$ cat src/rtl/core/wrpe_pkg.sv
`timescale 1ns / 1ps
package wrpe_pkg;

    localparam int FRAC_BITS_DEF = 4;
    localparam int CORDIC_STEPS  = 14;
    localparam int CORDIC_GUARD  = 16;
    localparam int ANGLE_FRAC    = 12;
    localparam int RNG_W         = 13;
    localparam int LEN_W         = 14;
    localparam int OFS_W         = 10;
    localparam int POS_W         = 15;
    localparam int HDG_W         = 12;
    localparam int CFG_AW        = 3;
    localparam int CFG_DW        = 14;
    // Rotator datapath widths: x and y carry 16 guard bits and the CORDIC gain.
    localparam int XY_W          = 34;
    localparam int Z_W           = 22;

    localparam logic [CFG_AW-1:0] CFG_IR_THR    = 3'd0;
    localparam logic [CFG_AW-1:0] CFG_SONAR_THR = 3'd1;
    localparam logic [CFG_AW-1:0] CFG_TBL_WIDTH = 3'd2;
    localparam logic [CFG_AW-1:0] CFG_TBL_LEN   = 3'd3;
    localparam logic [CFG_AW-1:0] CFG_SIDE_OFS  = 3'd4;
    localparam logic [CFG_AW-1:0] CFG_FRONT_OFS = 3'd5;
    localparam logic [CFG_AW-1:0] CFG_BACK_OFS  = 3'd6;

    typedef struct packed {
        logic [RNG_W-1:0] ir_thr;
        logic [RNG_W-1:0] sonar_thr;
        logic [LEN_W-1:0] tbl_width;
        logic [LEN_W-1:0] tbl_len;
        logic [OFS_W-1:0] side_ofs;
        logic [OFS_W-1:0] front_ofs;
        logic [OFS_W-1:0] back_ofs;
    } t_cfg;

    // Results that are final before the rotator, carried alongside it.
    typedef struct packed {
        logic signed [POS_W-1:0] pos_x;
        logic signed [POS_W-1:0] pos_y;
        logic                    front_wall;
        logic                    hdg_neg;
        logic                    hdg_zero;
    } t_side;

    typedef struct packed {
        logic signed [XY_W-1:0] x;
        logic signed [XY_W-1:0] y;
        logic signed [Z_W-1:0]  z;
        t_side                  side;
    } t_stage;

    // atan(2^-i) in degrees, scaled by 2^ANGLE_FRAC and rounded.
    function automatic logic signed [Z_W-1:0] atan_entry(input int step);
        logic signed [Z_W-1:0] v;
        case (step)
            0:       v = Z_W'(184320);
            1:       v = Z_W'(108810);
            2:       v = Z_W'(57492);
            3:       v = Z_W'(29184);
            4:       v = Z_W'(14649);
            5:       v = Z_W'(7331);
            6:       v = Z_W'(3667);
            7:       v = Z_W'(1833);
            8:       v = Z_W'(917);
            9:       v = Z_W'(458);
            10:      v = Z_W'(229);
            11:      v = Z_W'(115);
            12:      v = Z_W'(57);
            13:      v = Z_W'(29);
            default: v = '0;
        endcase
        return v;
    endfunction

endpackage

$ cat src/rtl/core/wrpe_prep.sv
`timescale 1ns / 1ps
module wrpe_prep import wrpe_pkg::*; #(
    parameter int FRAC_BITS = FRAC_BITS_DEF
) (
    input  logic             i_clk,
    input  logic             i_rst_n,
    input  logic             i_adv,
    input  logic             i_valid,
    input  t_cfg             i_cfg,
    input  logic [RNG_W-1:0] i_ir_front_left,
    input  logic [RNG_W-1:0] i_ir_front_right,
    input  logic [RNG_W-1:0] i_ir_back_left,
    input  logic [RNG_W-1:0] i_ir_back_right,
    input  logic [RNG_W-1:0] i_sonar_range,
    output logic             o_valid,
    output t_stage           o_stage
);

    localparam logic signed [XY_W-1:0] X_INIT = XY_W'(10) << (FRAC_BITS + CORDIC_GUARD);
    localparam logic signed [17:0] POS_HI = 18'sd16383;
    localparam logic signed [17:0] POS_LO = -18'sd16384;

    logic                    r_valid;
    t_stage                  r_stage;
    t_stage                  n_stage;
    logic                    left_near;
    logic                    right_near;
    logic                    front;
    logic signed [17:0]      left2;
    logic signed [17:0]      right2;
    logic signed [17:0]      px_full;
    logic signed [15:0]      py_full;
    logic signed [RNG_W:0]   diff;
    logic        [RNG_W-1:0] mag;

    always_comb begin
        front      = i_sonar_range < i_cfg.sonar_thr;
        left_near  = (i_ir_front_left < i_cfg.ir_thr) || (i_ir_back_left < i_cfg.ir_thr);
        right_near = (i_ir_front_right < i_cfg.ir_thr) || (i_ir_back_right < i_cfg.ir_thr);

        // Doubled side estimates keep the half units exact.
        left2  = $signed(18'(i_ir_front_left)) + $signed(18'(i_ir_back_left))
               + $signed(18'({i_cfg.side_ofs, 1'b0}));
        right2 = $signed(18'({i_cfg.tbl_width, 1'b0})) - $signed(18'(i_ir_front_right))
               - $signed(18'(i_ir_back_right)) - $signed(18'({i_cfg.side_ofs, 1'b0}));

        if (left_near && !right_near) begin
            px_full = (left2 + 18'sd1) >>> 1;
        end else if (right_near && !left_near) begin
            px_full = (right2 + 18'sd1) >>> 1;
        end else if (left_near && right_near) begin
            px_full = (left2 + right2 + 18'sd2) >>> 2;
        end else begin
            px_full = $signed(18'(i_cfg.tbl_width) + 18'd1) >>> 1;
        end
        if (px_full > POS_HI) begin
            px_full = POS_HI;
        end else if (px_full < POS_LO) begin
            px_full = POS_LO;
        end

        if (front) begin
            py_full = $signed(16'(i_sonar_range)) + $signed(16'(i_cfg.front_ofs));
        end else begin
            py_full = $signed(16'(i_cfg.tbl_len)) - $signed(16'(i_cfg.back_ofs));
        end

        if (left_near) begin
            diff = $signed({1'b0, i_ir_front_left}) - $signed({1'b0, i_ir_back_left});
        end else begin
            diff = $signed({1'b0, i_ir_front_right}) - $signed({1'b0, i_ir_back_right});
        end
        mag = diff[RNG_W] ? RNG_W'(-diff) : diff[RNG_W-1:0];

        n_stage.x               = X_INIT;
        n_stage.y               = $signed(XY_W'(mag) << CORDIC_GUARD);
        n_stage.z               = '0;
        n_stage.side.pos_x      = px_full[POS_W-1:0];
        n_stage.side.pos_y      = py_full[POS_W-1:0];
        n_stage.side.front_wall = front;
        // The right side mirrors the angle.
        n_stage.side.hdg_neg    = left_near ? diff[RNG_W] : (diff > 0);
        n_stage.side.hdg_zero   = (diff == 0) || !(left_near || right_near);
    end

    always_ff @(posedge i_clk) begin
        if (!i_rst_n) begin
            r_valid <= 1'b0;
        end else if (i_adv) begin
            r_valid <= i_valid;
        end
    end

    always_ff @(posedge i_clk) begin
        if (i_adv) begin
            r_stage <= n_stage;
        end
    end

    assign o_valid = r_valid;
    assign o_stage = r_stage;

endmodule

$ cat src/rtl/core/wrpe_cell.sv
`timescale 1ns / 1ps
module wrpe_cell import wrpe_pkg::*; #(
    parameter int STEP = 0
) (
    input  logic   i_clk,
    input  logic   i_rst_n,
    input  logic   i_adv,
    input  logic   i_valid,
    input  t_stage i_stage,
    output logic   o_valid,
    output t_stage o_stage
);

    localparam logic signed [Z_W-1:0] ANGLE = atan_entry(STEP);

    logic                   r_valid;
    t_stage                 r_stage;
    t_stage                 n_stage;
    logic signed [XY_W-1:0] xs;
    logic signed [XY_W-1:0] ys;

    // One vectoring micro-rotation: drive y toward zero, accumulate the angle.
    always_comb begin
        xs      = i_stage.x >>> STEP;
        ys      = i_stage.y >>> STEP;
        n_stage = i_stage;
        if (!i_stage.y[XY_W-1]) begin
            n_stage.x = i_stage.x + ys;
            n_stage.y = i_stage.y - xs;
            n_stage.z = i_stage.z + ANGLE;
        end else begin
            n_stage.x = i_stage.x - ys;
            n_stage.y = i_stage.y + xs;
            n_stage.z = i_stage.z - ANGLE;
        end
    end

    always_ff @(posedge i_clk) begin
        if (!i_rst_n) begin
            r_valid <= 1'b0;
        end else if (i_adv) begin
            r_valid <= i_valid;
        end
    end

    always_ff @(posedge i_clk) begin
        if (i_adv) begin
            r_stage <= n_stage;
        end
    end

    assign o_valid = r_valid;
    assign o_stage = r_stage;

endmodule

$ cat src/rtl/core/wrpe_post.sv
`timescale 1ns / 1ps
module wrpe_post import wrpe_pkg::*; #(
    parameter int FRAC_BITS = FRAC_BITS_DEF
) (
    input  logic                    i_clk,
    input  logic                    i_rst_n,
    input  logic                    i_adv,
    input  logic                    i_valid,
    input  t_stage                  i_stage,
    output logic                    o_valid,
    output logic signed [POS_W-1:0] o_pos_x,
    output logic signed [POS_W-1:0] o_pos_y,
    output logic signed [HDG_W-1:0] o_heading,
    output logic                    o_front_wall
);

    localparam int                    SH     = ANGLE_FRAC - FRAC_BITS;
    localparam logic signed [Z_W-1:0] HALF   = (SH > 0) ? (Z_W'(1) << (SH - 1)) : '0;
    localparam logic signed [Z_W-1:0] R_MAX  = Z_W'(90) << FRAC_BITS;
    localparam logic signed [Z_W-1:0] HDG_HI = Z_W'((1 << (HDG_W - 1)) - 1);
    localparam logic signed [Z_W-1:0] HDG_LO = -(Z_W'(1) << (HDG_W - 1));

    logic                    r_valid;
    logic signed [POS_W-1:0] r_pos_x;
    logic signed [POS_W-1:0] r_pos_y;
    logic signed [HDG_W-1:0] r_heading;
    logic                    r_front_wall;
    logic signed [HDG_W-1:0] n_heading;
    logic signed [Z_W-1:0]   rnd;
    logic signed [Z_W-1:0]   hv;

    always_comb begin
        rnd = (i_stage.z + HALF) >>> SH;
        if (rnd < 0) begin
            rnd = '0;
        end else if (rnd > R_MAX) begin
            rnd = R_MAX;
        end
        hv = i_stage.side.hdg_neg ? -rnd : rnd;
        if (hv > HDG_HI) begin
            hv = HDG_HI;
        end else if (hv < HDG_LO) begin
            hv = HDG_LO;
        end
        n_heading = i_stage.side.hdg_zero ? '0 : hv[HDG_W-1:0];
    end

    always_ff @(posedge i_clk) begin
        if (!i_rst_n) begin
            r_valid <= 1'b0;
        end else if (i_adv) begin
            r_valid <= i_valid;
        end
    end

    always_ff @(posedge i_clk) begin
        if (i_adv) begin
            r_pos_x      <= i_stage.side.pos_x;
            r_pos_y      <= i_stage.side.pos_y;
            r_heading    <= n_heading;
            r_front_wall <= i_stage.side.front_wall;
        end
    end

    assign o_valid      = r_valid;
    assign o_pos_x      = r_pos_x;
    assign o_pos_y      = r_pos_y;
    assign o_heading    = r_heading;
    assign o_front_wall = r_front_wall;

endmodule

$ cat src/rtl/core/wall_range_pose_estimator.sv
`timescale 1ns / 1ps
// Pose estimator for a robot on a rectangular table.
// Input channel (i_in_valid / o_in_stall): one transaction carries four side IR
// ranges and the front sonar range. Output channel (o_out_valid / i_out_stall):
// one transaction per input carries x, y, heading and the front wall flag.
// Configuration is written through i_cfg_we / i_cfg_addr / i_cfg_wdata while
// the block is idle; addresses beyond the register list are ignored.
// Range preparation is done in the accepting cycle and is registered at that
// edge. Each of the 14 cells of the pipelined CORDIC rotator then registers one
// micro-rotation, and angle rounding is registered in the output register.
// Throughput is one transaction per cycle while the receiver does not stall,
// set by the rotator chain taking a new vector in every cycle that it is not
// held.
// When the receiver stalls while a result is shown, the whole chain holds and
// o_in_stall rises in the same cycle; nothing in flight is lost.
// Synchronous reset empties the chain and loads the configuration defaults.
module wall_range_pose_estimator import wrpe_pkg::*; #(
    parameter int FRAC_BITS = FRAC_BITS_DEF
) (
    input  logic                    i_clk,
    input  logic                    i_rst_n,
    input  logic                    i_cfg_we,
    input  logic [CFG_AW-1:0]       i_cfg_addr,
    input  logic [CFG_DW-1:0]       i_cfg_wdata,
    input  logic                    i_in_valid,
    output logic                    o_in_stall,
    input  logic [RNG_W-1:0]        i_ir_front_left,
    input  logic [RNG_W-1:0]        i_ir_front_right,
    input  logic [RNG_W-1:0]        i_ir_back_left,
    input  logic [RNG_W-1:0]        i_ir_back_right,
    input  logic [RNG_W-1:0]        i_sonar_range,
    output logic                    o_out_valid,
    input  logic                    i_out_stall,
    output logic signed [POS_W-1:0] o_pos_x,
    output logic signed [POS_W-1:0] o_pos_y,
    output logic signed [HDG_W-1:0] o_heading,
    output logic                    o_front_wall
);

    t_cfg   r_cfg;
    logic   adv;
    logic   cell_valid [0:CORDIC_STEPS];
    t_stage cell_stage [0:CORDIC_STEPS];

    always_ff @(posedge i_clk) begin
        if (!i_rst_n) begin
            r_cfg.ir_thr    <= RNG_W'(240);
            r_cfg.sonar_thr <= RNG_W'(800);
            r_cfg.tbl_width <= LEN_W'(1600);
            r_cfg.tbl_len   <= LEN_W'(3200);
            r_cfg.side_ofs  <= OFS_W'(48);
            r_cfg.front_ofs <= OFS_W'(184);
            r_cfg.back_ofs  <= OFS_W'(184);
        end else if (i_cfg_we) begin
            case (i_cfg_addr)
                CFG_IR_THR:    r_cfg.ir_thr    <= i_cfg_wdata[RNG_W-1:0];
                CFG_SONAR_THR: r_cfg.sonar_thr <= i_cfg_wdata[RNG_W-1:0];
                CFG_TBL_WIDTH: r_cfg.tbl_width <= i_cfg_wdata[LEN_W-1:0];
                CFG_TBL_LEN:   r_cfg.tbl_len   <= i_cfg_wdata[LEN_W-1:0];
                CFG_SIDE_OFS:  r_cfg.side_ofs  <= i_cfg_wdata[OFS_W-1:0];
                CFG_FRONT_OFS: r_cfg.front_ofs <= i_cfg_wdata[OFS_W-1:0];
                CFG_BACK_OFS:  r_cfg.back_ofs  <= i_cfg_wdata[OFS_W-1:0];
                default: begin
                end
            endcase
        end
    end

    // The chain moves unless a shown result is being held by the receiver.
    assign adv        = !(o_out_valid && i_out_stall);
    assign o_in_stall = !adv;

    wrpe_prep #(
        .FRAC_BITS(FRAC_BITS)
    ) u_prep (
        .i_clk           (i_clk),
        .i_rst_n         (i_rst_n),
        .i_adv           (adv),
        .i_valid         (i_in_valid),
        .i_cfg           (r_cfg),
        .i_ir_front_left (i_ir_front_left),
        .i_ir_front_right(i_ir_front_right),
        .i_ir_back_left  (i_ir_back_left),
        .i_ir_back_right (i_ir_back_right),
        .i_sonar_range   (i_sonar_range),
        .o_valid         (cell_valid[0]),
        .o_stage         (cell_stage[0])
    );

    for (genvar gi = 0; gi < CORDIC_STEPS; gi++) begin : g_cell
        wrpe_cell #(
            .STEP(gi)
        ) u_cell (
            .i_clk  (i_clk),
            .i_rst_n(i_rst_n),
            .i_adv  (adv),
            .i_valid(cell_valid[gi]),
            .i_stage(cell_stage[gi]),
            .o_valid(cell_valid[gi+1]),
            .o_stage(cell_stage[gi+1])
        );
    end

    wrpe_post #(
        .FRAC_BITS(FRAC_BITS)
    ) u_post (
        .i_clk       (i_clk),
        .i_rst_n     (i_rst_n),
        .i_adv       (adv),
        .i_valid     (cell_valid[CORDIC_STEPS]),
        .i_stage     (cell_stage[CORDIC_STEPS]),
        .o_valid     (o_out_valid),
        .o_pos_x     (o_pos_x),
        .o_pos_y     (o_pos_y),
        .o_heading   (o_heading),
        .o_front_wall(o_front_wall)
    );

endmodule

$ cat config.mk
export PLATFORM = sky130hd
export DESIGN_NAME = wall_range_pose_estimator
export DESIGN_NICKNAME = d
export VERILOG_FILES = /design/src/rtl/core/wrpe_pkg.sv /design/src/rtl/core/wrpe_prep.sv /design/src/rtl/core/wrpe_cell.sv /design/src/rtl/core/wrpe_post.sv /design/src/rtl/core/wall_range_pose_estimator.sv
export SDC_FILE = /design/constraint.sdc
export NUM_CORES = 2
export LEC_CHECK = 0
export BUFFER_PORTS_ARGS = -buffer_cell sky130_fd_sc_hd__buf_2
export CORE_MARGIN = 2
export CORE_UTILIZATION = 59
export DETAILED_ROUTE_END_ITERATION = 12
export GPL_ROUTABILITY_DRIVEN = 1
export PLACE_DENSITY = 0.86
export SYNTH_ARGS = -nofsm -noshare
export SYNTH_HDL_FRONTEND = slang
export SYNTH_SLANG_ARGS = --single-unit
$ cat constraint.sdc
create_clock -name i_clk -period 44.6 [get_ports i_clk]
set_input_delay 6.69 -clock i_clk [delete_from_list [all_inputs] [get_ports i_clk]]
set_output_delay 6.69 -clock i_clk [all_outputs]
set_load 0.02 [all_outputs]
==> out/metrics.yaml <==
period_minus_slack_ns: 15.07
syn2layout_area_growth_pct: 8.71
critPathCaptureType: "output port"
min_period_over_period: 0.338
drt_iter0_drc: 5168
clkTransAtPathRegs_ns: 0.06
io_pins: 132
grt_pass1_wl_um: 382000
relSlewSlack: 0.168
dr.pass1.iters: 6
status: "complete, no violations"
synthXorXnorAreaFrac: 0.112
stdcell_count: 12700
synthMuxAreaShare: 0.00669
die_x_um: 424
ys_ff_latch: 1554
final_cell_mix: "1454 x edfxtp_1, 1067 x ha_1, 973 x nor2_1"
vias: 76500
worstPathMaxFanout: 64
synth_fa_ha_area_frac: 0.136
antenna_found_initial: 1
layout_commonest_cell: "edfxtp_1"
wirelength_um: 237000
grt_max_degree: 197
numCtsBuffers: 166
yosysWarnings: 0
cts-root-buf: "clkbuf_16"
startpoint_type: "primary input"
clkSinkCount: 1554
worst_ep_arrival_time_ns: 8.38
dp_slack_ns: 29.47
synth_cell_types: 96
drc: 0
cts_setup_buffers: 0
syn-num-nets: 11300
hp-class: "flop to flop"
cts_resized: 0
final_util: 0.644
port_buffers: 131
cts_hold_buffers: 0
synth_top_family_by_area: "compound AO/OA/AOI/OAI gates"
yosys.area_share.simple: 0.134
place_inst: 12400
first_global_vias: 75700
hold_depth: 0
num_rows: 154
tightest_slew_ns: 1.24
nets: 11400
drive_gt1_frac: 0.0543
rsz0062_at_grt: "no"
start_util: 0.593
setup_tns_ns: 0
synth_area_sq_um: 104000
avgViaCountPerCell: 6.01
avgSynthCellArea_sq_um: 10.4
grt_overflow: 0
finalHoldViolCount: 0
finalClockSkew_ns: 0.0459
ant_nets: 0
synth_cells: 10100
clock.fmax_ghz: 0.0664
core_sq_um: 176000
synth_flop_cell: "edfxtp_1"
drv_slew: 0
reg2reg_depth: 31
dieArea_sq_um: 180000
maxCapViolCount: 0
synth_edf_count: 1454
layout_setup_ws_ns: 29.53
synth_compound_area_frac: 0.151
ys_seq_area_frac: 0.438
criticalPathCategory: "primary input to output port"
cts_buffer_depth: 3
dp_hpwl_um: 178000
cts_htree_levels: 4
finalSetupViolations: 0
cts_tree: "yes"
grt_usage: 0.259
clk_latency_ns: 0.85
die_h_um: 424
wire_per_inst_um: 18.6
place_congestion: 0.944
worstPathRequired_ns: 37.91
ys_async_sr_fraction: 0
[per-stage QoR]
step           cell area, sq um  hold WS, ns
3_5_place_dp             108000        0.405
3_3_place_gp             108000        0.400
5_1_grt                  113000        0.413
6_report                 113000        0.392
4_1_cts                  113000        0.407
2_1_floorplan            104000        0.400
[synthesized netlist by cell type (all sizes together), types with 85 or more instances]
cell | n | share of area
edfxtp | 1454 | 0.42
ha | 1067 | 0.13
nor2 | 973 | 0.035
xnor2 | 860 | 0.072
a21oi | 850 | 0.041
nand2 | 663 | 0.024
xor2 | 475 | 0.040
inv | 460 | 0.017
o21ai | 373 | 0.018
nor3 | 293 | 0.014
a21o | 285 | 0.021
nand3 | 182 | 0.0087
o21a | 156 | 0.011
nor2b | 147 | 0.0088
nand2b | 142 | 0.0085
clkbuf | 118 | 0.0042
a21boi | 110 | 0.0079
a31oi | 103 | 0.0062
dfxtp | 100 | 0.019
and3 | 94 | 0.0057
nor4 | 92 | 0.0056
o21bai | 85 | 0.0061
[area by class of cell]
cell class,count,area (sq um)
Clock buffer,188,4300
Tap cell,2340,2930
Antenna cell,1,2.50
Multi-Input combinational cell,7900,56300
Inverter,462,1730
Timing Repair Buffer,165,973
Fill cell,13400,62500
Sequential cell,1554,45700
Clock inverter,116,1470
[logic make-up after synthesis]
kind of cell | after synthesis
compound gates | 2442
xor+xnor | 1335
fa+ha+maj | 1108
buf+inv | 613
flops | 1554
mux | 66
simple gates | 2949
[worst max-delay path, stage by stage]
cell and delay, ns:
buf_2 0.11, nand2_4 0.57, clkinv_1 0.66, buf_2 0.34
[metal layers]
layer	vias up	GRT usage	share of wire	wire length [um]
met3	589	0.0323	0.045	10700
met1	36400	0.312	0.41	97200
met2	2126	0.466	0.50	119000
li1	37400	-	-	-
met4	0	0.107	0.040	9450
met5	-	0	0	0
[sequential cells by signal, indices dropped and copies added (netlist names)]
name                   count
u_post.o_valid             1
u_post.o_front_wall        1
u_post.o_pos_y            15
u_prep.o_valid             1
g_cell.u_cell.o_valid     14
u_post.o_heading          12
u_post.o_pos_x            15
r_cfg                     84
g_cell.u_cell.o_stage   1365
u_prep.o_stage            46
[worst paths after layout]
path | start | end | slack (ns)
setup / recovery | i_out_stall | o_in_stall | 29.53
hold / removal | g_cell[8].u_cell.o_stage[27] | g_cell[9].u_cell.o_stage[27] | 0.39
setup reg to reg | r_cfg[44] | u_prep.o_stage[29] | 37.13
hold reg to reg | g_cell[8].u_cell.o_stage[27] | g_cell[9].u_cell.o_stage[27] | 0.39
Power is left out: the tool's default activity adds up to more than one toggle a clock period on the data nets, which glitch-free logic cannot reach.
